--- src/rtl/hrp_pkg.sv ---
// ----------------------------------------------------------------------------
// hrp_pkg
// Shared limits, codes and beat types of the HTTP request header parser.
// ----------------------------------------------------------------------------
`default_nettype none

package hrp_pkg;

  localparam int MAX_REQUEST_BYTES = 2048;
  localparam int MAX_PATH_CHARS    = 255;
  localparam int MAX_TOKEN_CHARS   = 15;

  localparam int TOTAL_W  = $clog2(MAX_REQUEST_BYTES + 1);
  localparam int TOK_MAX  = (MAX_PATH_CHARS > MAX_TOKEN_CHARS) ? MAX_PATH_CHARS
                                                                : MAX_TOKEN_CHARS;
  localparam int TOKLEN_W = $clog2(TOK_MAX + 1);

  localparam int LEN_W   = 31;
  localparam int DATA_W  = 8;
  localparam int STAT_W  = 2;
  localparam int KIND_W  = 2;

  localparam logic [STAT_W-1:0] STATUS_INCOMPLETE = 2'd0;
  localparam logic [STAT_W-1:0] STATUS_COMPLETE   = 2'd1;
  localparam logic [STAT_W-1:0] STATUS_BAD        = 2'd2;

  localparam logic [KIND_W-1:0] KIND_OTHER = 2'd0;
  localparam logic [KIND_W-1:0] KIND_PATH  = 2'd1;
  localparam logic [KIND_W-1:0] KIND_BODY  = 2'd2;

  typedef struct packed {
    logic              func;
    logic [DATA_W-1:0] data_byte;
  } hrp_item_t;

  typedef struct packed {
    logic [STAT_W-1:0] status;
    logic              method_post;
    logic [LEN_W-1:0]  content_length;
    logic [DATA_W-1:0] byte_out;
    logic [KIND_W-1:0] byte_kind;
    logic              path_is_root;
  } hrp_result_t;

endpackage

`default_nettype wire

--- src/rtl/hrp_parse_core.sv ---
// ----------------------------------------------------------------------------
// hrp_parse_core
// Parser state and the single-pass next-state logic for one request byte.
// ----------------------------------------------------------------------------
`default_nettype none

module hrp_parse_core (
  input  logic                clk,
  input  logic                rst_n,
  input  logic                step_en,
  input  hrp_pkg::hrp_item_t  item,
  output hrp_pkg::hrp_result_t res
);
  import hrp_pkg::*;

  typedef enum logic [2:0] {
    PH_LINE,
    PH_HEADER,
    PH_BODY,
    PH_DONE,
    PH_BAD
  } phase_t;

  typedef enum logic [1:0] {
    NUM_PREFIX,
    NUM_SIGN,
    NUM_DIGITS,
    NUM_SKIP
  } num_phase_t;

  localparam logic [7:0] CH_CR    = 8'h0D;
  localparam logic [7:0] CH_LF    = 8'h0A;
  localparam logic [7:0] CH_SLASH = 8'h2F;
  localparam logic [7:0] CH_PLUS  = 8'h2B;
  localparam logic [7:0] CH_MINUS = 8'h2D;
  localparam logic [7:0] CH_ZERO  = 8'h30;
  localparam logic [7:0] CH_NINE  = 8'h39;

  localparam int          HDR_LEN   = 15;
  localparam logic [3:0]  HDR_LAST  = 4'(HDR_LEN - 1);
  localparam logic [3:0]  HDR_FULL  = 4'(HDR_LEN);
  localparam logic [1:0]  TOK_SAT   = 2'd3;

  localparam logic [TOKLEN_W-1:0] TOKEN_LIMIT = TOKLEN_W'(MAX_TOKEN_CHARS);
  localparam logic [TOKLEN_W-1:0] PATH_LIMIT  = TOKLEN_W'(MAX_PATH_CHARS);
  localparam logic [TOKLEN_W-1:0] TOKLEN_SAT  = '1;
  localparam logic [TOTAL_W-1:0]  TOTAL_LIMIT = TOTAL_W'(MAX_REQUEST_BYTES);
  localparam logic [LEN_W-1:0]    LEN_MAX     = '1;

  function automatic logic [7:0] to_lower(input logic [7:0] c);
    return (c >= 8'h41 && c <= 8'h5A) ? c + 8'd32 : c;
  endfunction

  function automatic logic is_blank(input logic [7:0] c);
    return c == 8'h20 || c == 8'h09 || c == 8'h0B || c == 8'h0C;
  endfunction

  function automatic logic [7:0] get_char(input logic [1:0] idx);
    case (idx)
      2'd0:    return 8'h67; // g
      2'd1:    return 8'h65; // e
      2'd2:    return 8'h74; // t
      default: return 8'h00;
    endcase
  endfunction

  function automatic logic [7:0] post_char(input logic [1:0] idx);
    case (idx)
      2'd0:    return 8'h70; // p
      2'd1:    return 8'h6F; // o
      2'd2:    return 8'h73; // s
      default: return 8'h74; // t
    endcase
  endfunction

  // lower-case "content-length:"
  function automatic logic [7:0] hdr_char(input logic [3:0] idx);
    case (idx)
      4'd0:    return 8'h63;
      4'd1:    return 8'h6F;
      4'd2:    return 8'h6E;
      4'd3:    return 8'h74;
      4'd4:    return 8'h65;
      4'd5:    return 8'h6E;
      4'd6:    return 8'h74;
      4'd7:    return 8'h2D;
      4'd8:    return 8'h6C;
      4'd9:    return 8'h65;
      4'd10:   return 8'h6E;
      4'd11:   return 8'h67;
      4'd12:   return 8'h74;
      4'd13:   return 8'h68;
      4'd14:   return 8'h3A;
      default: return 8'h00;
    endcase
  endfunction

  phase_t              phase_r, phase_nxt;
  logic                cr_r, cr_nxt;
  logic [1:0]          tn_r, tn_nxt;
  logic                in_tok_r, in_tok_nxt;
  logic [TOKLEN_W-1:0] tl_r, tl_nxt;
  logic [1:0]          mm_r, mm_nxt;
  logic                nonempty_r, nonempty_nxt;
  logic [3:0]          hmi_r, hmi_nxt;
  num_phase_t          np_r, np_nxt;
  logic                neg_r, neg_nxt;
  logic [LEN_W-1:0]    acc_r, acc_nxt;
  logic [LEN_W-1:0]    cl_r, cl_nxt;
  logic [LEN_W-1:0]    br_r, br_nxt;
  logic [TOTAL_W-1:0]  tb_r, tb_nxt;
  logic                root_r, root_nxt;
  logic                post_r, post_nxt;

  logic [7:0]          b;
  logic [7:0]          lc;
  logic                blank;
  logic                digit;
  logic [TOKLEN_W-1:0] tl_cur;
  logic                get_hit;
  logic                post_hit;
  logic [1:0]          fin_tn;
  logic [1:0]          fin_mm;
  logic [1:0]          end_tn;
  logic [1:0]          end_mm;
  logic [LEN_W+3:0]    acc_x10;
  logic [LEN_W+3:0]    acc_sum;
  logic [LEN_W-1:0]    acc_sat;
  logic [KIND_W-1:0]   kind;

  assign b        = item.data_byte;
  assign lc       = to_lower(b);
  assign blank    = is_blank(b);
  assign digit    = (b >= CH_ZERO) && (b <= CH_NINE);
  assign tl_cur   = in_tok_r ? tl_r : '0;
  assign get_hit  = (tl_cur < TOKLEN_W'(3)) && (lc == get_char(tl_cur[1:0]));
  assign post_hit = (tl_cur < TOKLEN_W'(4)) && (lc == post_char(tl_cur[1:0]));

  // closing a token: the method token settles its candidates by length
  assign fin_tn = (tn_r == TOK_SAT) ? tn_r : tn_r + 2'd1;
  assign fin_mm = (tn_r == 2'd0) ? {mm_r[1] & (tl_r == TOKLEN_W'(4)),
                                    mm_r[0] & (tl_r == TOKLEN_W'(3))} : mm_r;
  assign end_tn = in_tok_r ? fin_tn : tn_r;
  assign end_mm = in_tok_r ? fin_mm : mm_r;

  // acc*10 + digit, saturate at the 31-bit limit
  assign acc_x10 = {3'b000, acc_r, 1'b0} + {1'b0, acc_r, 3'b000};
  assign acc_sum = acc_x10 + {{(LEN_W-0){1'b0}}, (b[3:0] - CH_ZERO[3:0])};
  assign acc_sat = (acc_sum > {4'b0000, LEN_MAX}) ? LEN_MAX : acc_sum[LEN_W-1:0];

  always_comb begin
    phase_nxt    = phase_r;
    cr_nxt       = cr_r;
    tn_nxt       = tn_r;
    in_tok_nxt   = in_tok_r;
    tl_nxt       = tl_r;
    mm_nxt       = mm_r;
    nonempty_nxt = nonempty_r;
    hmi_nxt      = hmi_r;
    np_nxt       = np_r;
    neg_nxt      = neg_r;
    acc_nxt      = acc_r;
    cl_nxt       = cl_r;
    br_nxt       = br_r;
    tb_nxt       = tb_r;
    root_nxt     = root_r;
    post_nxt     = post_r;
    kind         = KIND_OTHER;

    if (item.func) begin
      phase_nxt    = PH_LINE;
      cr_nxt       = 1'b0;
      tn_nxt       = 2'd0;
      in_tok_nxt   = 1'b0;
      tl_nxt       = '0;
      mm_nxt       = 2'b11;
      nonempty_nxt = 1'b0;
      hmi_nxt      = '0;
      np_nxt       = NUM_PREFIX;
      neg_nxt      = 1'b0;
      acc_nxt      = '0;
      cl_nxt       = '0;
      br_nxt       = '0;
      tb_nxt       = '0;
      root_nxt     = 1'b0;
      post_nxt     = 1'b0;
    end else if (phase_r != PH_DONE && phase_r != PH_BAD) begin
      if (tb_r >= TOTAL_LIMIT) begin
        phase_nxt = PH_BAD;
      end else begin
        tb_nxt = tb_r + TOTAL_W'(1);
        if (phase_r == PH_BODY) begin
          kind   = KIND_BODY;
          br_nxt = br_r - LEN_W'(1);
          if (br_r == LEN_W'(1)) phase_nxt = PH_DONE;
        end else if (cr_r) begin
          if (b == CH_LF) begin
            // end of line: clear per-line state
            cr_nxt       = 1'b0;
            nonempty_nxt = 1'b0;
            hmi_nxt      = '0;
            np_nxt       = NUM_PREFIX;
            neg_nxt      = 1'b0;
            acc_nxt      = '0;
            tn_nxt       = 2'd0;
            in_tok_nxt   = 1'b0;
            tl_nxt       = '0;
            if (phase_r == PH_LINE) begin
              mm_nxt = end_mm;
              if (end_tn != TOK_SAT || end_mm == 2'b00) begin
                phase_nxt = PH_BAD;
              end else begin
                post_nxt  = end_mm[1];
                phase_nxt = PH_HEADER;
              end
            end else if (!nonempty_r) begin
              if (post_r && cl_r != '0) begin
                phase_nxt = PH_BODY;
                br_nxt    = cl_r;
              end else begin
                phase_nxt = PH_DONE;
              end
            end else if (hmi_r == HDR_FULL) begin
              cl_nxt = neg_r ? '0 : acc_r;
            end
          end else begin
            phase_nxt = PH_BAD;
          end
        end else if (b == CH_CR) begin
          cr_nxt = 1'b1;
        end else if (b == CH_LF) begin
          phase_nxt = PH_BAD;
        end else begin
          nonempty_nxt = 1'b1;
          if (phase_r == PH_LINE) begin
            if (blank) begin
              if (in_tok_r) begin
                tn_nxt     = fin_tn;
                mm_nxt     = fin_mm;
                in_tok_nxt = 1'b0;
              end
            end else begin
              in_tok_nxt = 1'b1;
              tl_nxt     = (tl_cur == TOKLEN_SAT) ? tl_cur : tl_cur + TOKLEN_W'(1);
              case (tn_r)
                2'd0: begin
                  if (tl_cur >= TOKEN_LIMIT) phase_nxt = PH_BAD;
                  else mm_nxt = {mm_r[1] & post_hit, mm_r[0] & get_hit};
                end
                2'd1: begin
                  if (tl_cur >= PATH_LIMIT) begin
                    phase_nxt = PH_BAD;
                  end else begin
                    root_nxt = (tl_cur == '0) && (b == CH_SLASH);
                    kind     = KIND_PATH;
                  end
                end
                2'd2: begin
                  if (tl_cur >= TOKEN_LIMIT) phase_nxt = PH_BAD;
                end
                default: ;
              endcase
            end
          end else begin
            case (np_r)
              NUM_PREFIX: begin
                if (hmi_r < HDR_FULL && lc == hdr_char(hmi_r)) begin
                  hmi_nxt = hmi_r + 4'd1;
                  if (hmi_r == HDR_LAST) np_nxt = NUM_SIGN;
                end else begin
                  np_nxt = NUM_SKIP;
                end
              end
              NUM_SIGN, NUM_DIGITS: begin
                if (np_r == NUM_SIGN && blank) begin
                  np_nxt = np_r;
                end else if (np_r == NUM_SIGN && (b == CH_PLUS || b == CH_MINUS)) begin
                  neg_nxt = (b == CH_MINUS);
                  np_nxt  = NUM_DIGITS;
                end else if (digit) begin
                  acc_nxt = acc_sat;
                  np_nxt  = NUM_DIGITS;
                end else begin
                  np_nxt = NUM_SKIP;
                end
              end
              default: ;
            endcase
          end
        end
      end
    end
  end

  always_comb begin
    res.status         = (phase_nxt == PH_BAD)  ? STATUS_BAD :
                         (phase_nxt == PH_DONE) ? STATUS_COMPLETE : STATUS_INCOMPLETE;
    res.method_post    = post_nxt;
    res.content_length = cl_nxt;
    res.byte_out       = b;
    res.byte_kind      = kind;
    res.path_is_root   = root_nxt;
  end

  always_ff @(posedge clk) begin
    if (!rst_n) begin
      phase_r    <= PH_LINE;
      cr_r       <= 1'b0;
      tn_r       <= 2'd0;
      in_tok_r   <= 1'b0;
      tl_r       <= '0;
      mm_r       <= 2'b11;
      nonempty_r <= 1'b0;
      hmi_r      <= '0;
      np_r       <= NUM_PREFIX;
      neg_r      <= 1'b0;
      acc_r      <= '0;
      cl_r       <= '0;
      br_r       <= '0;
      tb_r       <= '0;
      root_r     <= 1'b0;
      post_r     <= 1'b0;
    end else if (step_en) begin
      phase_r    <= phase_nxt;
      cr_r       <= cr_nxt;
      tn_r       <= tn_nxt;
      in_tok_r   <= in_tok_nxt;
      tl_r       <= tl_nxt;
      mm_r       <= mm_nxt;
      nonempty_r <= nonempty_nxt;
      hmi_r      <= hmi_nxt;
      np_r       <= np_nxt;
      neg_r      <= neg_nxt;
      acc_r      <= acc_nxt;
      cl_r       <= cl_nxt;
      br_r       <= br_nxt;
      tb_r       <= tb_nxt;
      root_r     <= root_nxt;
      post_r     <= post_nxt;
    end
  end

endmodule

`default_nettype wire

--- src/rtl/http_request_header_parser.sv ---
// ----------------------------------------------------------------------------
// http_request_header_parser
// Byte-per-beat HTTP/1.1 request header parser: method, path, length, body.
// ----------------------------------------------------------------------------
//  channel  | direction | handshake         | payload
//  in_      | input     | in_valid/in_stall | func, data_byte
//  out_     | output    | out_valid/out_stall | status, method_post, content_length,
//           |           |                   | byte_out, byte_kind, path_is_root
//
//  One byte per cycle sustained while out_stall is low; each accepted beat gives one result.
//  Path of a beat: input register, one pass of the parse logic, result register.
//  Reset (synchronous, rst_n low) empties both registers and puts the parser at
//  the start of a request line; no clearing pass is needed.
//  A stalled result holds the input side only once the input register is also full.
// ----------------------------------------------------------------------------
`default_nettype none

module http_request_header_parser (
  input  logic                       clk,
  input  logic                       rst_n,
  input  logic                       in_valid,
  output logic                       in_stall,
  input  logic                       in_func,
  input  logic [hrp_pkg::DATA_W-1:0] in_data_byte,
  output logic                       out_valid,
  input  logic                       out_stall,
  output logic [hrp_pkg::STAT_W-1:0] out_status,
  output logic                       out_method_post,
  output logic [hrp_pkg::LEN_W-1:0]  out_content_length,
  output logic [hrp_pkg::DATA_W-1:0] out_byte_out,
  output logic [hrp_pkg::KIND_W-1:0] out_byte_kind,
  output logic                       out_path_is_root
);
  import hrp_pkg::*;

  logic        in_v_r;
  logic        out_v_r;
  hrp_item_t   item_r;
  hrp_result_t res_r;
  hrp_result_t res;
  logic        advance;
  logic        in_take;

  assign advance  = in_v_r && (!out_v_r || !out_stall);
  assign in_stall = in_v_r && !advance;
  assign in_take  = in_valid && !in_stall;

  hrp_parse_core u_core (
    .clk     (clk),
    .rst_n   (rst_n),
    .step_en (advance),
    .item    (item_r),
    .res     (res)
  );

  always_ff @(posedge clk) begin
    if (!rst_n) begin
      in_v_r  <= 1'b0;
      out_v_r <= 1'b0;
    end else begin
      if (in_take) in_v_r <= 1'b1;
      else if (advance) in_v_r <= 1'b0;
      if (advance) out_v_r <= 1'b1;
      else if (!out_stall) out_v_r <= 1'b0;
    end
  end

  // payload: capture on beat, hold otherwise
  always_ff @(posedge clk) begin
    if (in_take) begin
      item_r.func      <= in_func;
      item_r.data_byte <= in_data_byte;
    end
    if (advance) res_r <= res;
  end

  assign out_valid          = out_v_r;
  assign out_status         = res_r.status;
  assign out_method_post    = res_r.method_post;
  assign out_content_length = res_r.content_length;
  assign out_byte_out       = res_r.byte_out;
  assign out_byte_kind      = res_r.byte_kind;
  assign out_path_is_root   = res_r.path_is_root;

endmodule

`default_nettype wire

--- config.mk ---
export PLATFORM = sky130hd
export DESIGN_NAME = http_request_header_parser
export DESIGN_NICKNAME = d
export VERILOG_FILES = /design/src/rtl/hrp_pkg.sv /design/src/rtl/hrp_parse_core.sv /design/src/rtl/http_request_header_parser.sv
export SDC_FILE = /design/constraint.sdc
export NUM_CORES = 1
export LEC_CHECK = 0
export BUFFER_PORTS_ARGS = -buffer_cell sky130_fd_sc_hd__buf_2
export CAP_MARGIN = 40
export CORE_MARGIN = 1.5
export CORE_UTILIZATION = 45
export DETAILED_ROUTE_END_ITERATION = 6
export PLACE_DENSITY_LB_ADDON = 0.3
export SLEW_MARGIN = 0
export SYNTH_ARGS = -nofsm -noshare
export SYNTH_HDL_FRONTEND = slang
export SYNTH_SLANG_ARGS = --single-unit
--- constraint.sdc ---
create_clock -name clk -period 4.4 [get_ports clk]
set_clock_uncertainty 0.05 [all_clocks]
set_input_delay 0.66 -clock clk [delete_from_list [all_inputs] [get_ports clk]]
set_output_delay 0.66 -clock clk [all_outputs]
set_load 0.01 [all_outputs]
==> flow_summary_export.csv <==
group,metric,value,unit
run_status,status,"finished clean",
placement,place_area,12800,sq um
sta,setup_viol,0,
synthesis,synth_area,12200,sq um
sta,slew_headroom,40.8,%
worst_setup_path,crit_path_end_kind,"flip-flop",
finish,layout-drive-gt1-share,9.48,%
sta,min_period,4.06,ns
synthesis,yosysSeqAreaShare,36.4,%
clock_network,postCtsSetupBuffers,0,
clock_network,path_clk_slew,0.09,ns
placement,place_ws,0.374,ns
worst_setup_path,cpMostUsedCell,"inv_1",
detailed_routing,ant_nets,0,
detailed_routing,wirelength,31300,microns
detailed_routing,vias,11000,
grt,grt-busiest-layer,"met2",
grt,grt_max_degree,69,
worst_setup_path,slowest_delay,0.57,ns
grt,grt_remaining_overflow,0,
synthesis,async_reset_ff_share,0,%
sta,finalSetupTns,0,ns
die,io_pins,60,
clock_network,clockBufferDepth,2,
synthesis,synthTopCellsByArea,"dfxtp_1 (23%), edfxtp_1 (13%), ha_1 (8.3%)",
worst_hold_path,min_path_type,"input pin to flip-flop",
detailed_routing,dr.pass1.iters,5,
synthesis,synth_top_family_by_area,"simple AND/OR/NAND/NOR gates",
worst_setup_path,critical-path-slowest-cell,"fa_1",
grt,grtUsageMet3,3.10,%
die,core_area,26800,sq um
synthesis,synth-xor-area-share,3.87,%
run,cap_violations,0,
die,initial_core_util,45.6,%
synthesis,synth-edff-count,54,
pwr,ir_drop,0.253,mV
worst_setup_path,cp_num_buf_inv,3,
placement,io_buffers,59,
placement,dp.cells,1817,
placement,post-dp-hpwl,22200,microns
worst_setup_path,arrival,4.35,ns
synthesis,yosysWarnings,0,
synthesis,synth_cell_type_count,78,
pwr,cellPowerDensity,294,nW/um^2
grt,grt_pass1_wl,51600,microns
placement,place.gp.congestion,0.851,
die,rows,60,
sta,slew_viol_final,0,
grt,grt_antenna_before_repair,1,
synthesis,synth_top_cell_area_share,23.1,%
worst_setup_path,start_kind,"flip-flop",
die,die_x,168,microns
sta,hold_viol,0,
worst_setup_path,r2r_slack,0.34,ns
clock_network,cts_root_buf,"clkbuf_16",
detailed_routing,first_iter_violations,841,
die,die_h,168,microns
clock_network,numCtsBuffers,17,
worst_setup_path,crit_type,"flip-flop to flip-flop",
grt,first_global_vias,10000,
finish,fin_cells,1849,
sta,rsz0062_at_grt,"no",
clock_network,clock-sinks,195,
sta,tightest_slew,0.884,ns
die,dieArea,28100,sq um
clock_network,cts_resized,0,
finish,antennaDiodeCount,0,
detailed_routing,avgRoutedWirePerCell,16.9,microns
grt,gr-usage-met2,35.0,%
clock_network,h-tree-depth,4,
synthesis,synth_largest_area_cell,"dfxtp_1",
synthesis,dominantRegCellSynth,"dfxtp_1",
clock_network,clk_latency,0.45,ns
detailed_routing,drc_errors,0,
worst_setup_path,crit_chain,"inv_1 -> fa_1 -> inv_1 -> ha_1 -> a211oi_1 -> nor3_1 -> o21ai_0 -> a31oi_1 -> or3_1 -> a2111oi_2 -> o2111a_2 -> buf_12 -> nand4_1 -> a22o_1",
sta,finalWorstSetupSlack,0.342,ns
finish,layout.nets,1591,
clock_network,cts_tree,"done",
synthesis,syn_inst,1473,
synthesis,synth_compound_area_share,22.8,%
grt,grtUsageMet1,32.2,%
detailed_routing,viasPerCell,5.93,
synthesis,muxShareOfSynthArea,0.932,%
clock_network,hold_buffers,0,
worst_setup_path,cp.required,4.70,ns
synthesis,synth-seq-cells,195,
finish,finalInstanceArea,13400,sq um
pwr,power.leakage,5.28,nW
grt,grt_use_total,22.4,%
finish,areaGrowthSynthToFinish,9.76,%
synthesis,syn_avg_cell_area,8.29,sq um
synthesis,synthAdderAreaFrac,8.63,%
sta,fmax,0.246,GHz
synthesis,syn_nets,1569,
worst_setup_path,path_delay_family,"compound AO/OA/AOI/OAI gates",
sta,fin_crit_sh,92.2,%
worst_setup_path,cp_max_fo,21,
synthesis,synthSimpleGateAreaFrac,23.3,%
## flip-flops by register name, indices dropped and copies added, names as in the netlist, 2 cells and up, named ones only
name / cells
out_content_length: 31
out_byte_kind: 2
u_core.tl_r: 8
u_core.tn_r: 2
out_status: 2
u_core.br_r: 31
u_core.np_r: 2
u_core.tb_r: 12
u_core.cl_r: 31
u_core.mm_r: 2
item_r: 9
out_byte_out: 8
u_core.hmi_r: 4
u_core.acc_r: 31
u_core.phase_r: 3
## path summary, 6_finish.rpt
path | from | cells after the start | endpoint
worst max-delay path | u_core.acc_r[0]$_SDFFE_PN0P_ | 14 | u_core.acc_r[19]$_SDFFE_PN0P_
worst min-delay path | in_data_byte[4] | 1 | item_r[4]$_DFFE_PP_
worst max register to register | u_core.acc_r[0]$_SDFFE_PN0P_ | 14 | u_core.acc_r[19]$_SDFFE_PN0P_
worst min register to register | u_core.root_r$_SDFFE_PN0P_ | 2 | u_core.root_r$_SDFFE_PN0P_
## cell usage in the layout, fill, tap and decap left out, types with 5 or more instances in the layout
cell / netlist / final
nand2_1: 172 / 172
dfxtp_1: 141 / 141
nor2_1: 132 / 132
a21oi_1: 119 / 118
o21ai_0: 106 / 106
ha_1: 81 / 81
buf_2: 7 / 59
edfxtp_1: 54 / 54
a21boi_0: 49 / 49
nor2b_1: 40 / 40
inv_1: 41 / 40
nor3b_1: 37 / 37
nand3_1: 35 / 35
a31oi_1: 34 / 34
nor3_1: 30 / 30
xor2_1: 29 / 29
xnor2_1: 25 / 25
nor4_1: 24 / 24
a21o_1: 22 / 22
nand4_1: 20 / 20
and3_1: 18 / 18
clkbuf_16: 0 / 18
buf_4: 1 / 18
a22oi_1: 15 / 15
nand2b_1: 13 / 13
and2_1: 12 / 12
or3_1: 10 / 10
o21a_1: 10 / 10
mux2i_1: 8 / 8
o211ai_1: 8 / 8
o31ai_1: 8 / 8
a211oi_1: 7 / 7
a22o_1: 7 / 7
and4_1: 6 / 6
a2111oi_0: 6 / 6
or4_1: 5 / 5
inv_2: 5 / 5
or2_2: 5 / 5
clkinv_8: 0 / 5
## power breakdown
| part | leakage [nW] | internal, W | switching [W] |
|---|---|---|---|
| clock network | 0.296 | 0.000800 | 0.000800 |
| registers | 1.66 | 0.00189 | 0.0000489 |
| logic | 3.32 | 0.000151 | 0.000249 |
| total | 5.28 | 0.00284 | 0.00110 |
## metrics by stage
step / util, % / total power (W) / hold slack, ns
after floorplan: - / 0.00226 / 0.371
after global placement: 47.7 / 0.00237 / 0.402
after detailed placement: 47.7 / 0.00238 / 0.418
after CTS: 50.0 / 0.00395 / 0.323
after global routing: 50.0 / 0.00408 / 0.320
final: 50.0 / 0.00394 / 0.332
## final cells by class
type	instances	area, sq um
clock inverters	13	156
multi-input cells	1156	7280
well taps	341	427
repair buffers	79	470
flip-flops and latches	195	4440
inverters	46	174
fillers	2539	13400
clock buffers	19	454
## cell usage after synthesis (10+ instances only)
cell type	instances
inv_1	41
o21ai_0	106
and2_1	12
nor2_1	132
dfxtp_1	141
nor3b_1	37
nand3_1	35
nor3_1	30
xor2_1	29
nand4_1	20
a22oi_1	15
or3_1	10
a21oi_1	119
nand2b_1	13
xnor2_1	25
edfxtp_1	54
ha_1	81
nor4_1	24
o21a_1	10
a21o_1	22
a31oi_1	34
nor2b_1	40
a21boi_0	49
clkbuf_1	58
and3_1	18
nand2_1	172
## cell families after synthesis
family,count (synthesis)
AOI/OAI and AO/OA,438
DFF,195
buffers and inverters,122
xor gates and xnor gates,54
muxes,10
adders and majority gates,83
and+or+nand+nor,571
## per-layer routing
layer / wire length [microns] / up-vias
met3: 1680 / 45
li1: - / 5413
met4: 613 / 0
met5: 0 / -
met1: 15100 / 5202
met2: 14000 / 300
(Power assumes the default switching activity.)
